File: src/rtl/core/ndstg_pkg.sv
`default_nettype none

package ndstg_pkg;

    localparam int PHASE_W = 18;
    localparam int SUM_W   = PHASE_W + 1;
    localparam int CNT_W   = $clog2(SUM_W);
    localparam int PITCH_W = 14;
    localparam int BASE_W  = 10;
    localparam int VOL_W   = 8;
    localparam int RATE_W  = 17;
    localparam int OCT_W   = 4;
    localparam int DATA_W  = 32;
    localparam int ADDR_W  = 3;

    localparam int MAX_OCTAVE_DEF = 4;

    localparam logic [VOL_W-1:0]   VOLUME_RST      = 8'd255;
    localparam logic [RATE_W-1:0]  SAMPLE_RATE_RST = 17'd48000;
    localparam logic [PITCH_W-1:0] PITCH_RST       = 14'd262;

    localparam logic CMD_TICK = 1'b0;
    localparam logic CMD_NOTE = 1'b1;

    localparam logic REG_VOLUME      = 1'b0;
    localparam logic REG_SAMPLE_RATE = 1'b1;

    localparam logic [7:0] CH_C_LO  = 8'h43;
    localparam logic [7:0] CH_D     = 8'h44;
    localparam logic [7:0] CH_E     = 8'h45;
    localparam logic [7:0] CH_F     = 8'h46;
    localparam logic [7:0] CH_G     = 8'h47;
    localparam logic [7:0] CH_A     = 8'h41;
    localparam logic [7:0] CH_B     = 8'h42;
    localparam logic [7:0] CH_C_HI  = 8'h63;
    localparam logic [7:0] CH_REST  = 8'h52;
    localparam logic [7:0] CH_UP    = 8'h3E;
    localparam logic [7:0] CH_DOWN  = 8'h3C;

    localparam logic [BASE_W-1:0] BASE_HZ [8] = '{
        10'd262, 10'd294, 10'd330, 10'd349, 10'd392, 10'd440, 10'd494, 10'd523
    };

    typedef struct packed {
        logic start;
        logic ack;
    } t_div_req;

    typedef struct packed {
        logic busy;
        logic done;
    } t_div_stat;

endpackage

`default_nettype wire

File: src/rtl/core/ndstg_phase_div.sv
`default_nettype none

module ndstg_phase_div (
    input  wire                                logic i_clk,
    input  wire                                logic i_rst_n,
    input  wire ndstg_pkg::t_div_req                 i_req,
    input  wire logic [ndstg_pkg::SUM_W-1:0]         i_sum,
    input  wire logic [ndstg_pkg::PHASE_W-1:0]       i_mod,
    output ndstg_pkg::t_div_stat                     o_stat,
    output logic [ndstg_pkg::PHASE_W-1:0]            o_rem
);

    typedef enum logic [2:0] {
        ST_IDLE = 3'b001,
        ST_BUSY = 3'b010,
        ST_DONE = 3'b100
    } t_state;

    t_state                            r_state;
    t_state                            n_state;
    logic [ndstg_pkg::SUM_W-1:0]       r_rem;
    logic [ndstg_pkg::SUM_W-1:0]       n_rem;
    logic [ndstg_pkg::CNT_W-1:0]       r_cnt;
    logic [ndstg_pkg::CNT_W-1:0]       n_cnt;
    logic [ndstg_pkg::SUM_W-1:0]       w_mod_ext;
    logic                              w_ge;

    assign w_mod_ext = {1'b0, i_mod};
    assign w_ge      = (r_rem >> r_cnt) >= w_mod_ext;

    always_comb begin
        n_state = r_state;
        n_rem   = r_rem;
        n_cnt   = r_cnt;
        unique case (r_state)
            ST_IDLE: begin
                if (i_req.start) begin
                    n_rem   = i_sum;
                    n_cnt   = ndstg_pkg::CNT_W'(ndstg_pkg::SUM_W - 1);
                    n_state = ST_BUSY;
                end
            end
            ST_BUSY: begin
                if (w_ge) begin
                    n_rem = r_rem - (w_mod_ext << r_cnt);
                end
                if (r_cnt == '0) begin
                    n_state = ST_DONE;
                end else begin
                    n_cnt = r_cnt - 1'b1;
                end
            end
            ST_DONE: begin
                if (i_req.ack) begin
                    n_state = ST_IDLE;
                end
            end
            default: begin
                n_state = ST_IDLE;
            end
        endcase
    end

    always_ff @(posedge i_clk) begin
        if (!i_rst_n) begin
            r_state <= ST_IDLE;
        end else begin
            r_state <= n_state;
        end
        r_rem <= n_rem;
        r_cnt <= n_cnt;
    end

    assign o_stat.busy = (r_state != ST_IDLE);
    assign o_stat.done = (r_state == ST_DONE);
    assign o_rem       = r_rem[ndstg_pkg::PHASE_W-1:0];

endmodule

`default_nettype wire

File: src/rtl/core/note_driven_square_tone_generator_unit.sv
// Channel   Direction  Handshake          Payload
// input     in         i_valid / o_ready  i_cmd, i_note_char
// output    out        o_valid / i_ready  o_sample, o_rewind
// config    in         psel / penable     paddr, pwrite, pwdata, prdata, pready
//
// One beat per cycle unless output stalls or a tick awaits the remainder unit; a beat
// is registered, then its result. A tick with phase or step not below twice a nonzero
// sample rate runs the bit-serial remainder unit, one quotient bit per cycle.
// Reset is synchronous and active low and restores the documented register values.
// A stalled result holds the next beat in the input register and then stops intake.
`default_nettype none

module note_driven_square_tone_generator_unit #(
    parameter int P_MAX_OCTAVE = ndstg_pkg::MAX_OCTAVE_DEF
) (
    input  wire logic                             i_clk,
    input  wire logic                             i_rst_n,
    input  wire logic                             i_valid,
    output logic                                  o_ready,
    input  wire logic                             i_cmd,
    input  wire logic [7:0]                       i_note_char,
    output logic                                  o_valid,
    input  wire logic                             i_ready,
    output logic [ndstg_pkg::VOL_W-1:0]           o_sample,
    output logic                                  o_rewind,
    input  wire logic                             psel,
    input  wire logic                             penable,
    input  wire logic                             pwrite,
    input  wire logic [ndstg_pkg::ADDR_W-1:0]     paddr,
    input  wire logic [ndstg_pkg::DATA_W-1:0]     pwdata,
    output logic [ndstg_pkg::DATA_W-1:0]          prdata,
    output logic                                  pready
);

    localparam logic signed [ndstg_pkg::OCT_W-1:0] L_OCT_MAX =
        ndstg_pkg::OCT_W'(P_MAX_OCTAVE);
    localparam logic signed [ndstg_pkg::OCT_W-1:0] L_OCT_MIN =
        ndstg_pkg::OCT_W'(-P_MAX_OCTAVE);
    localparam logic signed [ndstg_pkg::OCT_W-1:0] L_OCT_ONE =
        ndstg_pkg::OCT_W'(1);

    logic [ndstg_pkg::VOL_W-1:0]          r_volume;
    logic [ndstg_pkg::RATE_W-1:0]         r_rate;
    logic [ndstg_pkg::PHASE_W-1:0]        r_phase;
    logic [ndstg_pkg::PHASE_W-1:0]        n_phase;
    logic [ndstg_pkg::PITCH_W-1:0]        r_pitch;
    logic [ndstg_pkg::PITCH_W-1:0]        n_pitch;
    logic signed [ndstg_pkg::OCT_W-1:0]   r_oct;
    logic signed [ndstg_pkg::OCT_W-1:0]   n_oct;

    logic                                 r_in_valid;
    logic                                 r_cmd;
    logic [7:0]                           r_char;
    logic                                 r_out_valid;
    logic [ndstg_pkg::VOL_W-1:0]          r_sample;
    logic                                 r_rewind;
    logic [ndstg_pkg::VOL_W-1:0]          n_sample;
    logic                                 n_rewind;

    logic                                 w_cfg_wr;
    logic [ndstg_pkg::PHASE_W-1:0]        w_mod;
    logic [ndstg_pkg::PHASE_W-1:0]        w_step;
    logic [ndstg_pkg::SUM_W-1:0]          w_sum;
    logic [ndstg_pkg::SUM_W-1:0]          w_sum_red;
    logic                                 w_tick;
    logic                                 w_rate_zero;
    logic                                 w_fast;
    logic                                 w_need_div;
    logic                                 w_out_free;
    logic                                 w_advance;
    logic                                 w_letter;
    logic [2:0]                           w_idx;
    logic [ndstg_pkg::BASE_W-1:0]         w_base;
    logic [ndstg_pkg::OCT_W-1:0]          w_neg_oct;
    logic [ndstg_pkg::PITCH_W-1:0]        w_scaled;
    ndstg_pkg::t_div_req                  w_div_req;
    ndstg_pkg::t_div_stat                 w_div_stat;
    logic [ndstg_pkg::PHASE_W-1:0]        w_div_rem;

    assign pready   = 1'b1;
    assign w_cfg_wr = psel && penable && pwrite && pready;

    always_ff @(posedge i_clk) begin
        if (!i_rst_n) begin
            r_volume <= ndstg_pkg::VOLUME_RST;
            r_rate   <= ndstg_pkg::SAMPLE_RATE_RST;
        end else if (w_cfg_wr) begin
            unique case (paddr[2])
                ndstg_pkg::REG_VOLUME:      r_volume <= pwdata[ndstg_pkg::VOL_W-1:0];
                ndstg_pkg::REG_SAMPLE_RATE: r_rate   <= pwdata[ndstg_pkg::RATE_W-1:0];
                default: begin
                end
            endcase
        end
    end

    always_comb begin
        prdata = '0;
        unique case (paddr[2])
            ndstg_pkg::REG_VOLUME:      prdata = ndstg_pkg::DATA_W'(r_volume);
            ndstg_pkg::REG_SAMPLE_RATE: prdata = ndstg_pkg::DATA_W'(r_rate);
            default:                    prdata = '0;
        endcase
    end

    assign w_tick      = r_in_valid && (r_cmd == ndstg_pkg::CMD_TICK);
    assign w_rate_zero = (r_rate == '0);
    assign w_mod       = {r_rate, 1'b0};
    assign w_step      = {3'b000, r_pitch, 1'b0};
    assign w_sum       = {1'b0, r_phase} + {1'b0, w_step};
    assign w_sum_red   = (w_sum >= {1'b0, w_mod}) ? (w_sum - {1'b0, w_mod}) : w_sum;
    assign w_fast      = (r_phase < w_mod) && (w_step < w_mod);
    assign w_need_div  = w_tick && !w_rate_zero && !w_fast;

    assign w_out_free = !r_out_valid || i_ready;
    assign w_advance  = r_in_valid && w_out_free && (!w_need_div || w_div_stat.done);
    assign o_ready    = !r_in_valid || w_advance;

    assign w_div_req.start = w_need_div && !w_div_stat.busy;
    assign w_div_req.ack   = w_advance && w_need_div;

    ndstg_phase_div u_div (
        .i_clk   (i_clk),
        .i_rst_n (i_rst_n),
        .i_req   (w_div_req),
        .i_sum   (w_sum),
        .i_mod   (w_mod),
        .o_stat  (w_div_stat),
        .o_rem   (w_div_rem)
    );

    always_comb begin
        w_letter = 1'b1;
        w_idx    = 3'd0;
        unique case (r_char)
            ndstg_pkg::CH_C_LO: w_idx = 3'd0;
            ndstg_pkg::CH_D:    w_idx = 3'd1;
            ndstg_pkg::CH_E:    w_idx = 3'd2;
            ndstg_pkg::CH_F:    w_idx = 3'd3;
            ndstg_pkg::CH_G:    w_idx = 3'd4;
            ndstg_pkg::CH_A:    w_idx = 3'd5;
            ndstg_pkg::CH_B:    w_idx = 3'd6;
            ndstg_pkg::CH_C_HI: w_idx = 3'd7;
            default:            w_letter = 1'b0;
        endcase
    end

    assign w_base    = ndstg_pkg::BASE_HZ[w_idx];
    assign w_neg_oct = -r_oct;
    assign w_scaled  = r_oct[ndstg_pkg::OCT_W-1]
        ? (ndstg_pkg::PITCH_W'(w_base) >> w_neg_oct[2:0])
        : (ndstg_pkg::PITCH_W'(w_base) << r_oct[2:0]);

    always_comb begin
        n_phase  = r_phase;
        n_pitch  = r_pitch;
        n_oct    = r_oct;
        n_sample = '0;
        n_rewind = 1'b0;
        if (w_tick) begin
            if (w_rate_zero) begin
                n_phase = '0;
            end else begin
                if (r_phase < {1'b0, r_rate}) begin
                    n_sample = r_volume;
                end
                n_phase = w_fast ? w_sum_red[ndstg_pkg::PHASE_W-1:0] : w_div_rem;
            end
        end else if (w_letter) begin
            n_pitch = w_scaled;
        end else begin
            unique case (r_char)
                ndstg_pkg::CH_REST: n_pitch = '0;
                ndstg_pkg::CH_UP: begin
                    if (r_oct < L_OCT_MAX) begin
                        n_oct = r_oct + L_OCT_ONE;
                    end
                end
                ndstg_pkg::CH_DOWN: begin
                    if (r_oct > L_OCT_MIN) begin
                        n_oct = r_oct - L_OCT_ONE;
                    end
                end
                default: n_rewind = 1'b1;
            endcase
        end
    end

    always_ff @(posedge i_clk) begin
        if (!i_rst_n) begin
            r_in_valid  <= 1'b0;
            r_out_valid <= 1'b0;
            r_phase     <= '0;
            r_pitch     <= ndstg_pkg::PITCH_RST;
            r_oct       <= '0;
        end else begin
            if (o_ready) begin
                r_in_valid <= i_valid;
            end
            if (w_advance) begin
                r_out_valid <= 1'b1;
                r_phase     <= n_phase;
                r_pitch     <= n_pitch;
                r_oct       <= n_oct;
            end else if (i_ready) begin
                r_out_valid <= 1'b0;
            end
        end
        if (o_ready && i_valid) begin
            r_cmd  <= i_cmd;
            r_char <= i_note_char;
        end
        if (w_advance) begin
            r_sample <= n_sample;
            r_rewind <= n_rewind;
        end
    end

    assign o_valid  = r_out_valid;
    assign o_sample = r_sample;
    assign o_rewind = r_rewind;

    a_rewind_silent: assert property (@(posedge i_clk) disable iff (!i_rst_n)
        (o_valid && o_rewind) |-> (o_sample == '0))
        else $error("rewind beat carries a nonzero sample");

    a_phase_in_range: assert property (@(posedge i_clk) disable iff (!i_rst_n)
        (w_advance && w_tick && !w_rate_zero) |=> (r_phase < $past(w_mod)))
        else $error("phase left the modulus range after a tick");

    a_div_owner: assert property (@(posedge i_clk) disable iff (!i_rst_n)
        w_div_stat.busy |-> (r_in_valid && (r_cmd == ndstg_pkg::CMD_TICK)))
        else $error("remainder unit busy without a pending tick");

    a_octave_bound: assert property (@(posedge i_clk) disable iff (!i_rst_n)
        (r_oct <= L_OCT_MAX) && (r_oct >= L_OCT_MIN))
        else $error("octave offset outside its limits");

endmodule

`default_nettype wire
File: config.mk
export PLATFORM = sky130hd
export DESIGN_NAME = note_driven_square_tone_generator_unit
export DESIGN_NICKNAME = d
export VERILOG_FILES = /design/src/rtl/core/ndstg_pkg.sv /design/src/rtl/core/ndstg_phase_div.sv /design/src/rtl/core/note_driven_square_tone_generator_unit.sv
export SDC_FILE = /design/constraint.sdc
export NUM_CORES = 1
export LEC_CHECK = 0
export BUFFER_PORTS_ARGS = -buffer_cell sky130_fd_sc_hd__buf_2
export CAP_MARGIN = 15
export CORE_MARGIN = 5
export CORE_UTILIZATION = 40
export CTS_CLUSTER_SIZE = 20
export DETAILED_ROUTE_END_ITERATION = 8
export PLACE_DENSITY_LB_ADDON = 0.25
export SETUP_SLACK_MARGIN = 0.1
export SLEW_MARGIN = 15
export SYNTH_ARGS = -nofsm -noshare
export SYNTH_HDL_FRONTEND = slang
export SYNTH_HIERARCHICAL = 1
export SYNTH_SLANG_ARGS = --single-unit
File: constraint.sdc
create_clock -name i_clk -period 5.1 [get_ports i_clk]
set_input_delay 1.02 -clock i_clk [delete_from_list [all_inputs] [get_ports i_clk]]
set_output_delay 1.02 -clock i_clk [all_outputs]
set_load 0.005 [all_outputs]
==> Yosys cells after proc, flatten, opt, wreduce, memory -nomap -nowiden <==
Memories as Yosys holds them, arrays and structs flattened.
Cells that the tools add are included.
{ "op_classes": {"n_shift": 4, "n_reduce_logical": 38, "n_eq_ne": 22, "magnitude_cmp": 8, "n_mux": 27, "add_sub_neg": 7, "bitwise_logic": 6} }
{ "ops": {"columns": ["op", "count"], "rows": [
  ["$eq A8 B7 Y1 const B", 9],
  ["$pmux W32 S2", 1],
  ["$mux W18", 3],
  ["$mux W14", 3],
  ["$ge A19 B18 Y1", 2],
  ["$mux W19", 2],
  ["$pmux W19 S2", 1],
  ["$pmux W3 S7", 1],
  ["$mux W10", 2],
  ["$add A18 B15 Y19", 1],
  ["$shl A18 B5 Y19", 1],
  ["$shr A19 B5 Y19", 1],
  ["$sub A19 B19 Y19", 1],
  ["$lt A15 B18 Y1", 1],
  ["$lt A18 B17 Y1", 1],
  ["$lt A18 B18 Y1", 1],
  ["$sub A18 B18 Y18", 1],
  ["$logic_not A17 Y1", 1],
  ["$eq A8 B6 Y1 const B", 2],
  ["$shl A10 B3 Y14", 1],
  ["$shr A10 B3 Y14", 1],
  ["$reduce_and A3 Y1", 4],
  ["$logic_and A1 B1 Y1", 11],
  ["$mux W5", 2],
  ["other kinds (30)", 58]
]} }
{ "totals": {"n_memories": 1, "elab_cells": 127, "output_inout_bits": 44, "in_bits": 51, "regBits": 108, "mem_bits_ro": 80} }
{ "memory_table": {"columns": ["name", "words", "width", "read_ports", "rd_ports_with_merged_regs", "wr", "line_no", "rtl"], "rows": [
  ["(name not given)", 8, 10, 1, 0, 0, "note_driven_square_tone_generator_unit.sv:148", "assign w_base = ndstg_pkg::BASE_HZ[w_idx];"]
]} }

==> Depth between registers and ports, before layout <==
{ "depth": {"word_depth": 10, "mapped_depth": 20, "depth_no_buf": 18} }

==> Cells and area by module <==
The synthesis kept the hierarchy.
{ "by_module_without_submodules": {"columns": ["module", "instances", "cells_per_inst", "seq_area_each_um2", "area_per_inst_um2"], "rows": [
  ["note_driven_square_tone_generator_unit", 1, 912, 1801.7, 7413.4],
  ["ndstg_phase_div", 1, 556, 780.7, 4211.5]
]} }

==> Worst setup path after synthesis <==
No wires, ideal clock.
{ "synth_path": {"kind": "reg2reg", "start": "reg u_div/r_cnt[0] in the netlist's numbering", "end": "reg u_div/r_rem[0] in the netlist's numbering, enable pin", "arrival_ps": 3888, "period_less_slack_ps": 4313, "required_time_ps": 4675, "setup_time_ps": 425, "stages_incl_launch_ff": 13, "slack_ps": 787, "path_cell_list": "edfxtp_1 buf_6 buf_6 mux4_2 mux4_2 o2bb2ai_1 ha_1 a21o_1 a21o_1 a21oi_1 o21ai_0 a21oi_1 a211oi_1"} }
{ "synth_between": {"elab_chain_cells": 4} }
{ "synth_rtl": {"columns": ["item", "line_no", "rtl"], "rows": [
  ["from (decl)", "ndstg_phase_div.sv:23", "logic [ndstg_pkg::CNT_W-1:0] r_cnt;"],
  ["from (signal assigned)", "ndstg_phase_div.sv:71", "r_cnt <= n_cnt;"],
  ["$shr A19 B5 Y19", "ndstg_phase_div.sv:29", "assign w_ge = (r_rem >> r_cnt) >= w_mod_ext;"],
  ["$ge A19 B18 Y1", "ndstg_phase_div.sv:29", null],
  ["$ne A2 B1 Y1 (no source line)", null, null],
  ["$reduce_and A3 Y1 (no source line)", null, null],
  ["to (signal assigned)", "ndstg_phase_div.sv:70", "r_rem <= n_rem;"],
  ["to (decl)", "ndstg_phase_div.sv:21", "logic [ndstg_pkg::SUM_W-1:0] r_rem;"]
]} }
Every way passes these cells.
A chain may end at the register's enable or synchronous reset.

==> Worst setup path in the final report <==
{ "layout_path": {"start": "reg r_phase[1] in the netlist's numbering", "end": "reg r_phase[12] in the netlist's numbering"} }
{ "layout_between": {"word_cells_on_any_way": 14, "cone_classes": "add/sub (2); order compare (2); mux (3); reduce/logical (7)"} }
{ "layout_rtl": {"columns": ["item", "line_no", "rtl"], "rows": [
  ["from (decl)", "note_driven_square_tone_generator_unit.sv:44", "logic [ndstg_pkg::PHASE_W-1:0] r_phase;"],
  ["from (signal assigned)", "note_driven_square_tone_generator_unit.sv:202", "r_phase <= n_phase;"],
  ["$add A18 B15 Y19", "note_driven_square_tone_generator_unit.sv:110", "assign w_sum = {1'b0, r_phase} + {1'b0, w_step};"],
  ["named net w_sum, one bit", "note_driven_square_tone_generator_unit.sv:63", "logic [ndstg_pkg::SUM_W-1:0] w_sum;"],
  ["$ge A19 B18 Y1", "note_driven_square_tone_generator_unit.sv:111", "assign w_sum_red = (w_sum >= {1'b0, w_mod}) ? (w_sum - {1'b0, w_mod}) : w_sum;"],
  ["$mux W18", "note_driven_square_tone_generator_unit.sv:111", null],
  ["$mux W18", "note_driven_square_tone_generator_unit.sv:167", "n_phase = w_fast ? w_sum_red[ndstg_pkg::PHASE_W-1:0] : w_div_rem;"],
  ["$mux W18", "note_driven_square_tone_generator_unit.sv:161", "if (w_rate_zero) begin"]
]} }
The timed path passes the listed nets, and every way through them passes these cells.

==> impl_metrics.tcl <==
set metrics [dict create \
    run_status "finished, final reports clean" \
    gp_congestion 0.915 \
    io_pins 95 \
    antenna_found_initial 0 \
    num_vias 10800 \
    path_max_fanout 27 \
    instances_no_fill 1856 \
    end_kind "register" \
    overflow 0 \
    first_global_vias 10100 \
    antenna_cells 0 \
    chipHeight_microns 180 \
    grt_usage_pct 21.1 \
    cap_violations 0 \
    p_leak_nw 5.40 \
    clk_pin_slew_ns 0.08 \
    yosysWarnings 6 \
    tightest_slew_ns 1.06 \
    die_area_sq_um 32600 \
    area_growth_pct 5.92 \
    intPower_mw 1.39 \
    clockRootBuffer "clkbuf_16" \
    dieWidth_microns 180 \
    critPathSlowestCell "a311oi_1" \
    routed_wl_microns 35700 \
    cts_num_sinks 108 \
    avgViaCountPerCell 5.84 \
    hold_viol 0 \
    cp_common_cell "ha_1" \
    antenna_left 0 \
    cts_hold_buf 0 \
    cts_buffers 9 \
    ir_worst_vdd_v 0.000156 \
    firstDrtPassIters 7 \
    postLayoutCoreUtil_pct 42.9 \
    max_stage_delay_ns 0.47 \
    holdWs_ns 0.488 \
    fin_nets 1643 \
    holdCritPathClass "register to register" \
    synthFlopType "dfxtp_1" \
    design.core.area_sq_um 28700 \
    critPathKind "register to register" \
    switching_share_pct 28.4 \
    port_buffers 61 \
    routedWlPerCell_microns 19.2 \
    ys_types 90 \
    maxSlewViolCount 0 \
    place_inst 1840 \
    synth_most_common_cell "nand2_1" \
    comb_power_share_pct 13.7 \
    async_flop_share_pct 0 \
    synthCells 1468 \
    power_frac_seq_pct 48.2 \
    rsz0062_at_grt "false" \
    post_cts_resized 0 \
    synth_seq_cells 108 \
    p_clk_share_pct 38.2 \
    clock_latency_ns 0.36 \
    initial_core_util_pct 40.5 \
    drt_iter0_drc 806 \
    synth_top_cell_by_area "ha_1" \
    hp-start "r_volume[1]" \
    hpwl_microns 28100 \
    synthesis.area_sq_um 11600 \
    layout-drive-gt1-share_pct 10.4 \
    fmax_mhz 219 \
    cp_data_required_time_ns 5.39 \
    synth.avg_cell_area_sq_um 7.92 \
    yosysSeqAreaShare_pct 22.2 \
    synth_top_area_share_pct 13.0 \
    cts_tree "done" \
    fin_setup_tns_ns 0 \
    period_share_pct 89.7 \
    p_total_mw 1.94 \
    crit_chain "ha_1, inv_1, fa_1, nand2b_1, a211o_1, a311oi_1, a21oi_1, ha_1, and4_1, and3_1, o41ai_1, a31oi_1, a21oi_2, buf_4, o41a_1, o21ai_1" \
    clock_path_buffers 2 \
    setup.worst_path.start "r_phase[1]" \
    drc_errors 0 \
    skew_ns 0.0117 \
    rr_startpoint "r_phase[1]" \
    slew_headroom_pct 29.1 \
    startpoint_type "register" \
    h-tree-depth 3 \
    grt_pass1_wl_microns 55700 \
    synth_common_cells "nand2_1 (186), a21oi_1 (121), ha_1 (121), nor2_1 (117), inv_1 (77)" \
    grt_max_degree 40 \
    power_density_nw_per_um2 157 \
    post-cts-setup-buffers 0 \
    yosys-top-cells-area "ha_1 (13%), dfxtp_1 (11%), edfxtp_1 (11%)" \
    rows 62 \
    power.switching_mw 0.551 \
    crit_arrival_ns 4.87 \
    finalSetupViolCount 0 \
    rrSetupSlack_ns 0.52 \
    synth_edf_count 42 \
    min_period_ns 4.58 \
]
==> cells by family (layout without fill, tap and decap cells) <==
group | after synthesis | count (layout) | synth area share (%)
DFF | 108 | 108 | 22.2
adders and majority gates | 125 | 125 | 13.7
muxes | 71 | 71 | 7.62
and+or+nand+nor | 491 | 491 | 20.1
other | 2 | 21 | 0.0646
buffers and inverters | 188 | 173 | 7.85
xor gates and xnor gates | 43 | 43 | 3.24
AOI/OAI and AO/OA | 440 | 440 | 25.2
==> registers in the layout (all words and copies together), names as in the netlist, 3 cells and up <==
signal	count
r_pitch	14
u_div/r_state	3
r_phase	18
r_oct	4
r_rate	17
o_sample	8
r_volume	8
u_div/r_cnt	5
r_char	8
u_div/r_rem	19
==> worst paths after layout <==
check / endpoint / cells after the start
min: r_volume[1] / 2
max reg2reg: r_phase[12] / 16
max: r_phase[12] / 16
min reg2reg: r_volume[1] / 2
==> cell usage in the layout (no fill, tap or decap), types with 22 or more instances in the layout <==
cell and n:
o211ai_1 22, nand3_1 34, nor2_1 117, nand2b_1 22, dfxtp_1 66, mux2i_1 42
inv_1 77, nor3_1 24, nand2_1 186, a21o_1 35, ha_1 121, buf_2 61
edfxtp_1 42, a211oi_1 28, o21ai_0 74, and2_1 27, a21oi_1 121, xnor2_1 22
==> through the flow <==
stage	area, sq um	setup slack, ns
after global routing	12300	0.239
after CTS	12300	0.538
after floorplan	11700	0.787
after detailed placement	12000	0.544
after global placement	12000	0.586
final	12300	0.524
==> power groups by stage <==
stage,registers [mW],clock network [mW],logic [mW]
2_1_floorplan,0.941,0,0.198
3_3_place_gp,0.953,0,0.258
3_5_place_dp,0.953,0,0.261
4_1_cts,0.933,0.760,0.263
5_1_grt,0.936,0.794,0.293
6_report,0.934,0.740,0.265
==> layer usage <==
metal / global-route usage [%] / vias up / share of wire, %
met5: 0 / - / 0
met4: 9.32 / 0 / 4.4
met3: 1.61 / 75 / 4.6
met2: 35.4 / 327 / 47
li1: - / 5310 / -
met1: 27.8 / 5119 / 44
==> worst max-delay path, delay by kind of cell, from the launching register on <==
family / cells / cell delay (ns)
buf+inv: 2 / 0.31
flops: 1 / 0.42
simple gates: 3 / 0.69
fa+ha+maj: 3 / 1.06
compound gates: 8 / 2.02
==> cell type report <==
cell class	instances	area, sq um
clock buffer	10	250
clock inverter	6	58.8
fill	2956	16400
inverter	81	304
multi-input combinational	1191	8210
sequential	108	2580
tap	384	480
timing repair buffer	76	430
Note: power is estimated with default switching activity, not from simulation.
